[config.mk]
export PLATFORM = sky130hd
export DESIGN_NAME = quadratic_probe_hash_table
export DESIGN_NICKNAME = d
export VERILOG_FILES = /design/src/sv/qpht_pkg.sv /design/src/sv/quadratic_probe_hash_table.sv /design/src/sv/qpht_ram.sv /design/src/sv/qpht_datapath.sv /design/src/sv/qpht_ctrl.sv
export SDC_FILE = /design/constraint.sdc
export NUM_CORES = 2
export LEC_CHECK = 0
export BUFFER_PORTS_ARGS = -buffer_cell sky130_fd_sc_hd__buf_4
export CORE_ASPECT_RATIO = 0.75
export CORE_MARGIN = 2
export CORE_UTILIZATION = 56
export CTS_CLUSTER_SIZE = 20
export DETAILED_ROUTE_END_ITERATION = 10
export HOLD_SLACK_MARGIN = 0.03
export PLACE_DENSITY = 0.77
export SYNTH_ARGS = -nofsm -noshare
export SYNTH_HDL_FRONTEND = slang
export SYNTH_SLANG_ARGS = --single-unit
[constraint.sdc]
create_clock -name clock -period 9.3 [get_ports clock]
set_clock_uncertainty 0.15 [all_clocks]
set_input_delay 1.395 -clock clock [delete_from_list [all_inputs] [get_ports clock]]
set_output_delay 1.395 -clock clock [all_outputs]
set_load 0.02 [all_outputs]
[src/sv/qpht_pkg.sv]
`timescale 1ns / 1ps

package qpht_pkg;

   localparam int KIND_WIDTH    = 2;
   localparam int KEY_WIDTH     = 40;
   localparam int PAYLOAD_WIDTH = 64;
   localparam int STATUS_WIDTH  = 2;
   localparam int SLOT_WIDTH    = 4;

   localparam int TABLE_SIZE_DEFAULT = 16;

   // The home-slot residue consumes this many key bits per cycle.
   localparam int MOD_STEP   = 4;
   localparam int MOD_CYCLES = KEY_WIDTH / MOD_STEP;
   localparam int MOD_CNT_W  = $clog2(MOD_CYCLES);

   typedef enum logic [KIND_WIDTH-1:0] {
      KIND_INSERT = 2'd0,
      KIND_SEARCH = 2'd1,
      KIND_DELETE = 2'd2,
      KIND_UNUSED = 2'd3
   } kind_type;

   typedef enum logic [STATUS_WIDTH-1:0] {
      STATUS_OK   = 2'd0,
      STATUS_MISS = 2'd1,
      STATUS_FULL = 2'd2,
      STATUS_ZERO = 2'd3
   } status_type;

   typedef enum logic [2:0] {
      ST_CLEAR,
      ST_IDLE,
      ST_MOD,
      ST_HOME,
      ST_READ,
      ST_CHECK
   } state_type;

   typedef struct packed {
      logic       load;
      logic       mod_step;
      logic       probe_init;
      logic       advance;
      logic       wr_ins;
      logic       wr_clr;
      logic       clr_adv;
      logic       rsp_valid;
      status_type rsp_status;
      logic       rsp_slot;
      logic       rsp_payload;
   } cmd_type;

   typedef struct packed {
      logic     req_key_zero;
      logic     mod_last;
      logic     first_probe;
      logic     last_probe;
      logic     data_empty;
      logic     data_match;
      logic     clr_last;
      kind_type kind;
   } stat_type;

endpackage

[src/sv/quadratic_probe_hash_table.sv]
`timescale 1ns / 1ps

// Open-addressing hash table with quadratic probing: TABLE_SIZE slots of a
// 40-bit key and a 64-bit payload, key 0 meaning empty. A request is taken
// when start is high and busy is low; exactly one result follows, shown for
// one cycle with rsp_valid high, and the receiver cannot stall it, so it must
// take every result in that cycle. A request with kind 3 or a zero key is
// answered in the cycle after it is taken. Any other request first forms the
// home slot (key mod TABLE_SIZE, four key bits a cycle), then sets up the
// probe, then makes up to TABLE_SIZE probes, each a table read and then a
// compare and write; the result is registered from the check of the last
// probe. The table read is registered, so each probe has its own read state.
// After reset busy stays high while the table is cleared.

module quadratic_probe_hash_table #(
   parameter int TABLE_SIZE = qpht_pkg::TABLE_SIZE_DEFAULT
) (
   input  logic                               clock,
   input  logic                               reset,
   input  logic                               start,
   output logic                               busy,
   input  logic [qpht_pkg::KIND_WIDTH-1:0]    req_kind,
   input  logic [qpht_pkg::KEY_WIDTH-1:0]     req_key,
   input  logic [qpht_pkg::PAYLOAD_WIDTH-1:0] req_payload,
   output logic                               rsp_valid,
   output logic [qpht_pkg::STATUS_WIDTH-1:0]  rsp_status,
   output logic [qpht_pkg::SLOT_WIDTH-1:0]    rsp_slot,
   output logic [qpht_pkg::PAYLOAD_WIDTH-1:0] rsp_found_payload
);

   qpht_pkg::cmd_type  cmd;
   qpht_pkg::stat_type stat;

   qpht_ctrl u_ctrl (
      .clock    (clock),
      .reset    (reset),
      .start    (start),
      .req_kind (req_kind),
      .stat     (stat),
      .cmd      (cmd),
      .busy     (busy)
   );

   qpht_datapath #(
      .TABLE_SIZE (TABLE_SIZE)
   ) u_datapath (
      .clock             (clock),
      .reset             (reset),
      .cmd               (cmd),
      .stat              (stat),
      .req_kind          (req_kind),
      .req_key           (req_key),
      .req_payload       (req_payload),
      .rsp_valid         (rsp_valid),
      .rsp_status        (rsp_status),
      .rsp_slot          (rsp_slot),
      .rsp_found_payload (rsp_found_payload)
   );

endmodule

[src/sv/qpht_ram.sv]
`timescale 1ns / 1ps

module qpht_ram #(
   parameter int WIDTH = 8,
   parameter int DEPTH = 16
) (
   input  logic                     clock,
   input  logic                     wr_en,
   input  logic [$clog2(DEPTH)-1:0] wr_addr,
   input  logic [WIDTH-1:0]         wr_data,
   input  logic [$clog2(DEPTH)-1:0] rd_addr,
   output logic [WIDTH-1:0]         rd_data
);

   logic [WIDTH-1:0] mem_ff [DEPTH];
   logic [WIDTH-1:0] rd_data_ff;

   always_ff @(posedge clock) begin
      if (wr_en) begin
         mem_ff[wr_addr] <= wr_data;
      end
      rd_data_ff <= mem_ff[rd_addr];
   end

   assign rd_data = rd_data_ff;

endmodule

[src/sv/qpht_datapath.sv]
`timescale 1ns / 1ps

module qpht_datapath #(
   parameter int TABLE_SIZE = qpht_pkg::TABLE_SIZE_DEFAULT
) (
   input  logic                                clock,
   input  logic                                reset,
   input  qpht_pkg::cmd_type                   cmd,
   output qpht_pkg::stat_type                  stat,
   input  logic [qpht_pkg::KIND_WIDTH-1:0]     req_kind,
   input  logic [qpht_pkg::KEY_WIDTH-1:0]      req_key,
   input  logic [qpht_pkg::PAYLOAD_WIDTH-1:0]  req_payload,
   output logic                                rsp_valid,
   output logic [qpht_pkg::STATUS_WIDTH-1:0]   rsp_status,
   output logic [qpht_pkg::SLOT_WIDTH-1:0]     rsp_slot,
   output logic [qpht_pkg::PAYLOAD_WIDTH-1:0]  rsp_found_payload
);

   localparam int AW = $clog2(TABLE_SIZE);
   localparam int KW = qpht_pkg::KEY_WIDTH;
   localparam int PW = qpht_pkg::PAYLOAD_WIDTH;
   localparam int SW = qpht_pkg::SLOT_WIDTH;
   localparam logic [AW:0]   N_W  = (AW+1)'(TABLE_SIZE);
   localparam logic [AW-1:0] LAST = AW'(TABLE_SIZE - 1);

   qpht_pkg::kind_type   kind_ff;
   logic [KW-1:0]        key_ff;
   logic [PW-1:0]        payload_ff;
   logic [KW-1:0]        key_sh_ff;
   logic [KW-1:0]        key_sh_in;
   logic [AW-1:0]        res_ff;
   logic [AW-1:0]        res_in;
   logic [qpht_pkg::MOD_CNT_W-1:0] mod_cnt_ff;
   logic [AW-1:0]        addr_ff;
   logic [AW-1:0]        addr_in;
   logic [AW-1:0]        step_ff;
   logic [AW-1:0]        step_in;
   logic [AW-1:0]        idx_ff;
   logic [AW:0]          acc;
   logic [AW:0]          addr_sum;
   logic [AW:0]          step_sum;
   logic [AW+SW-1:0]     slot_ext;

   logic                 rsp_valid_ff;
   qpht_pkg::status_type rsp_status_ff;
   logic [SW-1:0]        rsp_slot_ff;
   logic [PW-1:0]        rsp_payload_ff;

   logic                 ram_we;
   logic [KW-1:0]        key_wdata;
   logic [PW-1:0]        pay_wdata;
   logic [KW-1:0]        key_rdata;
   logic [PW-1:0]        pay_rdata;

   // Residue of the key by the table size, most significant bits first:
   // each bit doubles the residue and one compare and subtract keeps it below N.
   always_comb begin
      acc = {1'b0, res_ff};
      for (int j = 0; j < qpht_pkg::MOD_STEP; j++) begin
         acc = {acc[AW-1:0], key_sh_ff[KW-1-j]};
         if (acc >= N_W) begin
            acc = acc - N_W;
         end
      end
      res_in    = acc[AW-1:0];
      key_sh_in = key_sh_ff << qpht_pkg::MOD_STEP;
   end

   // Next probe: the offset i*i grows by 2i+1, kept as a residue in step_ff.
   always_comb begin
      addr_sum = {1'b0, addr_ff} + {1'b0, step_ff};
      if (addr_sum >= N_W) begin
         addr_sum = addr_sum - N_W;
      end
      step_sum = {1'b0, step_ff} + (AW+1)'(2);
      if (step_sum >= N_W) begin
         step_sum = step_sum - N_W;
      end
      addr_in = addr_sum[AW-1:0];
      step_in = step_sum[AW-1:0];
   end

   always_ff @(posedge clock) begin
      if (cmd.load) begin
         kind_ff    <= qpht_pkg::kind_type'(req_kind);
         key_ff     <= req_key;
         payload_ff <= req_payload;
         key_sh_ff  <= req_key;
         res_ff     <= '0;
         mod_cnt_ff <= '0;
      end else if (cmd.mod_step) begin
         key_sh_ff  <= key_sh_in;
         res_ff     <= res_in;
         mod_cnt_ff <= mod_cnt_ff + qpht_pkg::MOD_CNT_W'(1);
      end
      if (cmd.probe_init) begin
         step_ff <= AW'(1);
         idx_ff  <= '0;
      end else if (cmd.advance) begin
         step_ff <= step_in;
         idx_ff  <= idx_ff + AW'(1);
      end
   end

   // The probe address doubles as the pointer of the clearing pass after reset.
   always_ff @(posedge clock) begin
      if (reset) begin
         addr_ff <= '0;
      end else if (cmd.probe_init) begin
         addr_ff <= res_ff;
      end else if (cmd.advance) begin
         addr_ff <= addr_in;
      end else if (cmd.clr_adv) begin
         addr_ff <= (addr_ff == LAST) ? '0 : addr_ff + AW'(1);
      end
   end

   assign ram_we    = cmd.wr_ins | cmd.wr_clr;
   assign key_wdata = cmd.wr_ins ? key_ff : '0;
   assign pay_wdata = cmd.wr_ins ? payload_ff : '0;

   qpht_ram #(
      .WIDTH (KW),
      .DEPTH (TABLE_SIZE)
   ) u_key_ram (
      .clock   (clock),
      .wr_en   (ram_we),
      .wr_addr (addr_ff),
      .wr_data (key_wdata),
      .rd_addr (addr_ff),
      .rd_data (key_rdata)
   );

   qpht_ram #(
      .WIDTH (PW),
      .DEPTH (TABLE_SIZE)
   ) u_payload_ram (
      .clock   (clock),
      .wr_en   (ram_we),
      .wr_addr (addr_ff),
      .wr_data (pay_wdata),
      .rd_addr (addr_ff),
      .rd_data (pay_rdata)
   );

   assign slot_ext = {{SW{1'b0}}, addr_ff};

   always_ff @(posedge clock) begin
      if (reset) begin
         rsp_valid_ff <= 1'b0;
      end else begin
         rsp_valid_ff <= cmd.rsp_valid;
      end
      if (cmd.rsp_valid) begin
         rsp_status_ff  <= cmd.rsp_status;
         rsp_slot_ff    <= cmd.rsp_slot ? slot_ext[SW-1:0] : '0;
         rsp_payload_ff <= cmd.rsp_payload ? pay_rdata : '0;
      end
   end

   assign stat.req_key_zero = (req_key == '0);
   assign stat.mod_last     = (mod_cnt_ff == qpht_pkg::MOD_CNT_W'(qpht_pkg::MOD_CYCLES - 1));
   assign stat.first_probe  = (idx_ff == '0);
   assign stat.last_probe   = (idx_ff == LAST);
   assign stat.data_empty   = (key_rdata == '0);
   assign stat.data_match   = (key_rdata == key_ff);
   assign stat.clr_last     = (addr_ff == LAST);
   assign stat.kind         = kind_ff;

   assign rsp_valid         = rsp_valid_ff;
   assign rsp_status        = rsp_status_ff;
   assign rsp_slot          = rsp_slot_ff;
   assign rsp_found_payload = rsp_payload_ff;

   a_insert_into_empty: assert property (@(posedge clock) disable iff (reset)
      cmd.wr_ins |-> stat.data_empty)
      else $error("insert writes over an occupied slot");

   a_addr_in_range: assert property (@(posedge clock) disable iff (reset)
      {1'b0, addr_ff} < N_W)
      else $error("probe address beyond the table");

   a_step_in_range: assert property (@(posedge clock) disable iff (reset)
      cmd.advance |=> {1'b0, step_ff} < N_W)
      else $error("probe step residue beyond the table size");

   a_found_payload_only_ok: assert property (@(posedge clock) disable iff (reset)
      cmd.rsp_payload |-> cmd.rsp_valid && cmd.rsp_status == qpht_pkg::STATUS_OK)
      else $error("payload returned without a successful search");

endmodule

[src/sv/qpht_ctrl.sv]
`timescale 1ns / 1ps

module qpht_ctrl (
   input  logic                            clock,
   input  logic                            reset,
   input  logic                            start,
   input  logic [qpht_pkg::KIND_WIDTH-1:0] req_kind,
   input  qpht_pkg::stat_type              stat,
   output qpht_pkg::cmd_type               cmd,
   output logic                            busy
);

   qpht_pkg::state_type state_ff;
   qpht_pkg::state_type state_in;

   always_ff @(posedge clock) begin
      if (reset) begin
         state_ff <= qpht_pkg::ST_CLEAR;
      end else begin
         state_ff <= state_in;
      end
   end

   always_comb begin
      state_in = state_ff;
      cmd      = '0;
      busy     = (state_ff != qpht_pkg::ST_IDLE);
      case (state_ff)
         qpht_pkg::ST_CLEAR: begin
            cmd.wr_clr  = 1'b1;
            cmd.clr_adv = 1'b1;
            if (stat.clr_last) begin
               state_in = qpht_pkg::ST_IDLE;
            end
         end
         qpht_pkg::ST_IDLE: begin
            if (start) begin
               if (qpht_pkg::kind_type'(req_kind) == qpht_pkg::KIND_UNUSED) begin
                  cmd.rsp_valid  = 1'b1;
                  cmd.rsp_status = qpht_pkg::STATUS_MISS;
               end else if (stat.req_key_zero) begin
                  cmd.rsp_valid  = 1'b1;
                  cmd.rsp_status = qpht_pkg::STATUS_ZERO;
               end else begin
                  cmd.load = 1'b1;
                  state_in = qpht_pkg::ST_MOD;
               end
            end
         end
         qpht_pkg::ST_MOD: begin
            cmd.mod_step = 1'b1;
            if (stat.mod_last) begin
               state_in = qpht_pkg::ST_HOME;
            end
         end
         qpht_pkg::ST_HOME: begin
            cmd.probe_init = 1'b1;
            state_in       = qpht_pkg::ST_READ;
         end
         qpht_pkg::ST_READ: begin
            state_in = qpht_pkg::ST_CHECK;
         end
         qpht_pkg::ST_CHECK: begin
            if (stat.kind == qpht_pkg::KIND_INSERT) begin
               if (stat.data_empty) begin
                  cmd.wr_ins     = 1'b1;
                  cmd.rsp_valid  = 1'b1;
                  cmd.rsp_status = qpht_pkg::STATUS_OK;
                  cmd.rsp_slot   = 1'b1;
                  state_in       = qpht_pkg::ST_IDLE;
               end else if (stat.last_probe) begin
                  cmd.rsp_valid  = 1'b1;
                  cmd.rsp_status = qpht_pkg::STATUS_FULL;
                  state_in       = qpht_pkg::ST_IDLE;
               end else begin
                  cmd.advance = 1'b1;
                  state_in    = qpht_pkg::ST_READ;
               end
            end else begin
               // An empty home slot ends a lookup at once; later empty slots
               // are passed over.
               if (stat.first_probe && stat.data_empty) begin
                  cmd.rsp_valid  = 1'b1;
                  cmd.rsp_status = qpht_pkg::STATUS_MISS;
                  state_in       = qpht_pkg::ST_IDLE;
               end else if (stat.data_match) begin
                  cmd.wr_clr      = (stat.kind == qpht_pkg::KIND_DELETE);
                  cmd.rsp_valid   = 1'b1;
                  cmd.rsp_status  = qpht_pkg::STATUS_OK;
                  cmd.rsp_slot    = 1'b1;
                  cmd.rsp_payload = (stat.kind == qpht_pkg::KIND_SEARCH);
                  state_in        = qpht_pkg::ST_IDLE;
               end else if (stat.last_probe) begin
                  cmd.rsp_valid  = 1'b1;
                  cmd.rsp_status = qpht_pkg::STATUS_MISS;
                  state_in       = qpht_pkg::ST_IDLE;
               end else begin
                  cmd.advance = 1'b1;
                  state_in    = qpht_pkg::ST_READ;
               end
            end
         end
         default: begin
            state_in = qpht_pkg::ST_IDLE;
         end
      endcase
   end

   a_accept_only_idle: assert property (@(posedge clock) disable iff (reset)
      cmd.load |-> state_ff == qpht_pkg::ST_IDLE && start)
      else $error("request loaded outside idle");

   a_write_needs_probe: assert property (@(posedge clock) disable iff (reset)
      cmd.wr_ins |-> state_ff == qpht_pkg::ST_CHECK)
      else $error("insert write outside a probe check");

   a_done_returns_idle: assert property (@(posedge clock) disable iff (reset)
      (cmd.rsp_valid && state_ff == qpht_pkg::ST_CHECK) |=>
         state_ff == qpht_pkg::ST_IDLE)
      else $error("controller did not return to idle after a result");

endmodule
# ---- Yosys cells after proc, flatten, opt, wreduce, memory -nomap -nowiden
# Memory sizes are Yosys's and may differ from the RTL's. A register that Yosys moved wholly into a read port is not among the register bits.
# Index checks and enable logic that the tools add are counted.
dict set report totals {
  regBits 240
  latch_bits 0
  mem_bits_rw 1664
  romBits 0
  in_bits 109
  output_inout_bits 72
  wordCells 121
  n_memories 2
}
# memory words word_bits rd rd_ports_with_merged_regs write_ports line
set memory_table {}
lappend memory_table {u_datapath.u_payload_ram.mem_ff 16 64 1 1 1 qpht_ram.sv:15} ;# logic [WIDTH-1:0] mem_ff [DEPTH];
lappend memory_table {u_datapath.u_key_ram.mem_ff 16 40 1 1 1 qpht_ram.sv:15}
dict set report op_classes {
  addsub 11
  mul 0
  div 0
  n_lt_le_gt_ge 6
  eq_ne 18
  n_shift 0
  n_mux 60
  n_bitwise 1
  reduce_logical 9
}
# operator count
set ops {}
lappend ops {{40-bit two-way mux} 3}
lappend ops {{40-bit logical NOT} 2}
lappend ops {{64-bit two-way mux} 1}
lappend ops {{3-bit two-way mux} 18}
lappend ops {{4-bit two-way mux} 11}
lappend ops {{40-bit equality test} 1}
lappend ops {{5-bit >= comparator, second input constant} 6}
lappend ops {{4-bit by 1-bit subtractor with 4-bit output, second input constant} 6}
lappend ops {{1-bit two-way mux} 20}
lappend ops {{3-bit case mux with 6 select lines} 1}
lappend ops {{4-bit by 1-bit adder with 4-bit output, second input constant} 3}
lappend ops {{4-bit equality test, second input constant} 3}
lappend ops {{2-bit != test, second input constant} 5}
lappend ops {{2-bit two-way mux} 4}
lappend ops {{3-bit by 2-bit equality test with 1-bit output, second input constant} 2}
lappend ops {{3-bit equality test, second input constant} 2}
lappend ops {{3-bit case mux with 2 select lines} 1}
lappend ops {{4-bit by 2-bit adder with 5-bit output, second input constant} 1}
lappend ops {{4-bit by 4-bit adder with 5-bit output} 1}
lappend ops {{5-bit AND reduction} 1}
lappend ops {{2-bit equality test, second input constant} 2}
lappend ops {{4-bit logical NOT} 1}
lappend ops {{3-bit by 1-bit equality test with 1-bit output, second input constant} 1}
lappend ops {{3-bit logical NOT} 1}
lappend ops {{8 further kinds} 8}

# ---- Longest topological paths before layout
dict set report logic_depth {
  word_depth 9
  mapped_depth 10
}

# ---- Modules after synthesis
# From an unflattened synthesis, not the netlist that was laid out.
dict set report unflattened {
  cells_unflattened 3384
  hier_area_um2 74788.0
}
# mod instances cells_per_inst area_each_um2
set modules_own_cells {}
lappend modules_own_cells {{qpht_ram at u_datapath.u_payload_ram} 1 1647 39581.7}
lappend modules_own_cells {{qpht_ram at u_datapath.u_key_ram} 1 1040 25131.6}
lappend modules_own_cells {qpht_datapath 1 644 9704.3}
lappend modules_own_cells {qpht_ctrl 1 53 370.4}

# ---- Least setup slack after synthesis
# Ideal clock, no wire load.
dict set report synth_timing {
  path_type {flip-flop to flip-flop}
  start {register u_datapath.key_ff[9]}
  end {memory u_datapath.u_key_ram.mem_ff[12][0] in the netlist's numbering, enable pin}
  arrival_ns 9.096
  slack_ns -0.662
  path_stages_with_launch 7
  synth_period_minus_slack_ns 9.962
  path_cell_list {edfxtp_1 -> xor2_1 -> nor4_1 -> nand4_1 -> nor3_2 -> a311oi_4 -> nor3b_1}
}
dict set report synth_between {
  elab_chain_cells 8
}
# element line
set synth_lines {}
lappend synth_lines {{start: declaration} qpht_datapath.sv:27} ;# logic [KW-1:0] key_ff;
lappend synth_lines {{start signal: assignment} qpht_datapath.sv:86} ;# key_ff <= req_key;
lappend synth_lines {{40-bit equality test} qpht_datapath.sv:166} ;# assign stat.data_match = (key_rdata == key_ff);
lappend synth_lines {{1-bit two-way mux} qpht_ctrl.sv:86} ;# end else if (stat.data_match) begin
lappend synth_lines {{1-bit two-way mux} qpht_ctrl.sv:82} ;# if (stat.first_probe && stat.data_empty) begin
lappend synth_lines {{1-bit two-way mux} qpht_ctrl.sv:64} ;# if (stat.kind == qpht_pkg::KIND_INSERT) begin
lappend synth_lines {{1-bit case mux with 2 select lines} qpht_ctrl.sv:28} ;# case (state_ff)
lappend synth_lines {{1-bit bitwise OR} qpht_datapath.sv:118} ;# assign ram_we = cmd.wr_ins | cmd.wr_clr;
lappend synth_lines {{1-bit two-way mux} qpht_ram.sv:19} ;# if (wr_en) begin
lappend synth_lines {{1-bit two-way mux (not written as such)} qpht_ram.sv:20} ;# mem_ff[wr_addr] <= wr_data;
lappend synth_lines {{end: declaration} qpht_ram.sv:15}
# No other way between the ends.

# ---- Worst setup path in the final report
dict set report layout_timing {
  start {register u_datapath.u_key_ram.rd_data_ff[12], in the netlist u_datapath.u_key_ram.rd_data[12] (read register of u_datapath.u_key_ram.mem_ff)}
  end {memory u_datapath.u_payload_ram.mem_ff[12][62] in the netlist's numbering, enable pin}
}
dict set report layout_between {
  elab_chain_cells 8
}
# element line
set layout_lines {}
lappend layout_lines {{start: declaration} qpht_ram.sv:16} ;# logic [WIDTH-1:0] rd_data_ff;
lappend layout_lines {{40-bit equality test / 40-bit logical NOT (equally long branches)} {qpht_datapath.sv:166, qpht_datapath.sv:165}}
lappend layout_lines {{1-bit two-way mux / 1-bit logical AND (equally long branches)} {qpht_ctrl.sv:86, qpht_ctrl.sv:82}}
lappend layout_lines {{1-bit two-way mux} qpht_ctrl.sv:82}
lappend layout_lines {{1-bit two-way mux} qpht_ctrl.sv:64}
lappend layout_lines {{1-bit case mux with 2 select lines} qpht_ctrl.sv:28}
lappend layout_lines {{1-bit bitwise OR (*)} qpht_datapath.sv:118}
lappend layout_lines {{1-bit two-way mux (*)} qpht_ram.sv:19}
lappend layout_lines {{1-bit two-way mux (not written as such) (*)} qpht_ram.sv:20}
lappend layout_lines {{end: declaration} qpht_ram.sv:15}
# Every way passes the cells marked *; elsewhere a longest branch is shown, timed or not.

==> results by group <==
Outcome
  • Status: complete, no violations

Worst setup path
  • Worst-path fanout max: 54
  • WS Path Type: register to register
  • Critical Path Source Type: register
  • CP required: 9.58 ns
  • Critical Path End Type: register
  • Crit path DAT: 5.25 ns

Clock tree
  • Clock tree from TritonCTS: built
  • Clock buffer depth: 3
  • H-tree levels: 4
  • Clock sinks: ~2000
  • PostCTS Resize Cnt: 0
  • Clock latency on the worst-skew pair: just over 0.8 ns
  • Buffer count from post-CTS setup fixing: 0
  • Root Driver: clkbuf_16
  • Inserted Clock Buffers: 178
  • Reg clk slew, reported paths: ~0.070 ns
  • Post-CTS Hold Fix Bufs: 0

Logic synthesis
  • Post-synthesis simple-gate area fraction: about 2.5%
  • Post-synth EDFFs: 1880
  • Largest area contributor in the netlist: edfxtp_1
  • Post-synthesis adder-cell area fraction: 0.211%
  • Compound-cell area share of the yosys netlist: less than 1%
  • Top-area cell type share of the netlist area: 75.6%
  • FFs w/ async S/R, synth: 0%
  • Largest family of logic cells by synthesized area: multiplexers
  • Mean Syn Cell Area: 23.7 µm²
  • Syn Inst Count: 3151
  • Synthesized flop and latch total: approximately 2000
  • Synthesized Nets: 3272
  • Fraction of synthesized area in multiplexers: around 16%
  • Post-synth top cells: edfxtp_1, mux4_2, and2_1
  • Post-synthesis sequential area ratio: between 70% and 80%
  • Most common cell in the netlist: edfxtp_1
  • Post-Syn Area: 74600 µm²
  • Synth area leaders: edfxtp_1, mux4_2, dfxtp_1
  • Top FF cell, synth: edfxtp_1
  • Unique masters post-synth: 58
  • Synth Warn #: 0
  • Post-Synth XOR/XNOR Area: 0.551%

Detailed routing
  • DR iter-0 viols: 3900
  • Via count: 33940
  • DRT Wirelength: 165000 µm
  • Drt wl/cell: 31.0 µm
  • Drt pass-1 iters: 5
  • Via-per-instance ratio: ~6.4
  • Antenna Nets Post-Route: 0
  • DRC Markers: 0

Timing
  • Max transition margin: 10.9%
  • Final hold slack: 0.332 ns
  • Final setup viols: 0
  • Least-Margin Pin Slew: 1.33 ns
  • Final period util: 53.5%
  • Unrepaired setup endpoints after global routing: no
  • Worst setup slack after layout: roughly 4.3 ns
  • Final Hold Fails: 0
  • Tmin final: 4.98 ns
  • FMAX: 0.201 GHz
  • Max-slew violation count: 0

Final layout
  • Layout cell share with drive strength beyond 1: 29.9%
  • Layout overhead on the synthesized area: 12.3%
  • Layout Nets: 3528
  • Fin area: about 84000 µm²
  • Fillers: 8180
  • Diodes inserted: 0

Global routing
  • Initial antenna violation count: 3
  • Global route total overflow: 0
  • First-pass GRT wire length: 241000 µm
  • Pin count of the biggest net entering global routing: 161
  • Total GRT Usage: 24.6%
  • Number of global-route vias before repair: 35068

Place
  • Pre-CTS setup slack: 4.47 ns
  • DP Wirelength: 78300 µm
  • Area after DPL: 78200 µm²
  • RePlAce Congestion: just over 0.8
  • IO buf count: 180

Die
  • IO Pins: 181
  • Die width: around 430 µm
  • Die height: 320 µm
  • Core area: 132000 µm²
  • # rows: 115
  • Die area: 136000 µm²
  • Initial Utilization: 56.7%

Flow run
  • MaxCap Viol Count: 0

Min path
  • Worst Hold Class: register to register

Power and ir drop
  • Static leakage: ~24 nW
  • Max VDD drop: between 0.2 and 0.3 mV
  • PwrDens: 267 nW/µm²
[where the power goes]
group / switching (mW) / leakage (nW) / internal [mW]
Sequential: 0.440 / 16.1 / 11.0
Clock: 3.25 / 2.74 / 3.96
Combinational: 2.02 / 5.08 / 1.73
[worst max-delay path, cell delays in order, from the launching register on]
cell and delay, ns:
dfxtp_1 0.33, nor4_1 0.47, nand4_1 0.26, nor3_4 0.35
and3_4 0.61, a311oi_4 0.08, buf_4 0.32, nor3b_2 0.21
buf_4 0.77, buf_4 0.91
[metal layers]
metal,track usage [%],up-vias,wire length (µm)
li1,-,13747,-
met5,0,-,8
met4,9.06,2,5230
met2,40.8,1827,84200
met1,33.2,18056,62500
met3,4.42,308,12900
[sequential cells by signal (all words and copies together) (netlist names)]
| name | cells |
|---|---|
| u_ctrl.state_ff | 3 |
| u_datapath.addr_ff | 4 |
| u_datapath.idx_ff | 4 |
| u_datapath.key_ff | 40 |
| u_datapath.key_sh_ff | 40 |
| u_datapath.kind_ff | 2 |
| u_datapath.mod_cnt_ff | 4 |
| u_datapath.payload_ff | 64 |
| u_datapath.res_ff | 4 |
| u_datapath.rsp_found_payload | 64 |
| u_datapath.rsp_slot | 4 |
| u_datapath.rsp_status | 2 |
| u_datapath.rsp_valid | 1 |
| u_datapath.step_ff | 3 |
| u_datapath.u_key_ram.mem_ff | 640 |
| u_datapath.u_key_ram.rd_data | 40 |
| u_datapath.u_payload_ram.mem_ff | 1024 |
| u_datapath.u_payload_ram.rd_data | 64 |
[layout by cell type, fill, tap and decap left out, drive strengths merged, types with 12 or more instances in the layout]
master	instances
clkbuf	256
inv	18
nand2	28
nor2	23
edfxtp	1880
nor4	32
and2	174
xor2	44
mux2	37
mux4	520
a21oi	12
clkinv	48
dfxtp	127
buf	228
[metrics by stage]
stage	cells	setup TNS, ns	total power, mW	util [%]
after floorplan	3151	-256.07	14.1	-
after global placement	4982	0	15.2	59.4
after detailed placement	4982	0	15.3	59.4
after CTS	5312	0	22.5	63.7
after global routing	5312	0	23.0	63.7
final	5312	0	22.4	63.7
[area by class of cell]
cell class              count  area, µm²  area share, %
inverters                   8       30.0         0.0358
clock buffers             256       4920           5.87
multi-input cells         984      15100           18.0
clock inverters            74        762          0.909
repair buffers            228       1850           2.21
flip-flops and latches   2007      59000           70.4
well taps                1755       2200           2.62
[kinds of logic (layout without fill, tap and decap cells)]
group / count (synthesis) / in the layout
fa+ha+maj: 12 / 12
simple gates: 318 / 318
buf+inv: 160 / 566
compound gates: 42 / 42
xor+xnor: 47 / 47
flops: 2007 / 2007
mux: 565 / 565
[worst paths after layout]
path	startpoint	endpoint	slack [ns]	cells after the start
worst max register to register	u_datapath.u_key_ram.rd_data[12]$_DFF_P_	u_datapath.u_payload_ram.mem_ff[12][62]$_DFFE_PP_	4.32	9
worst min-delay path	u_datapath.key_sh_ff[38]$_DFFE_PP_	u_datapath.res_ff[2]$_SDFFE_PP0P_	0.33	2
worst min register to register	u_datapath.key_sh_ff[38]$_DFFE_PP_	u_datapath.res_ff[2]$_SDFFE_PP0P_	0.33	2
worst max-delay path	u_datapath.u_key_ram.rd_data[12]$_DFF_P_	u_datapath.u_payload_ram.mem_ff[12][62]$_DFFE_PP_	4.32	9
Power figures use the tool's default switching activity.
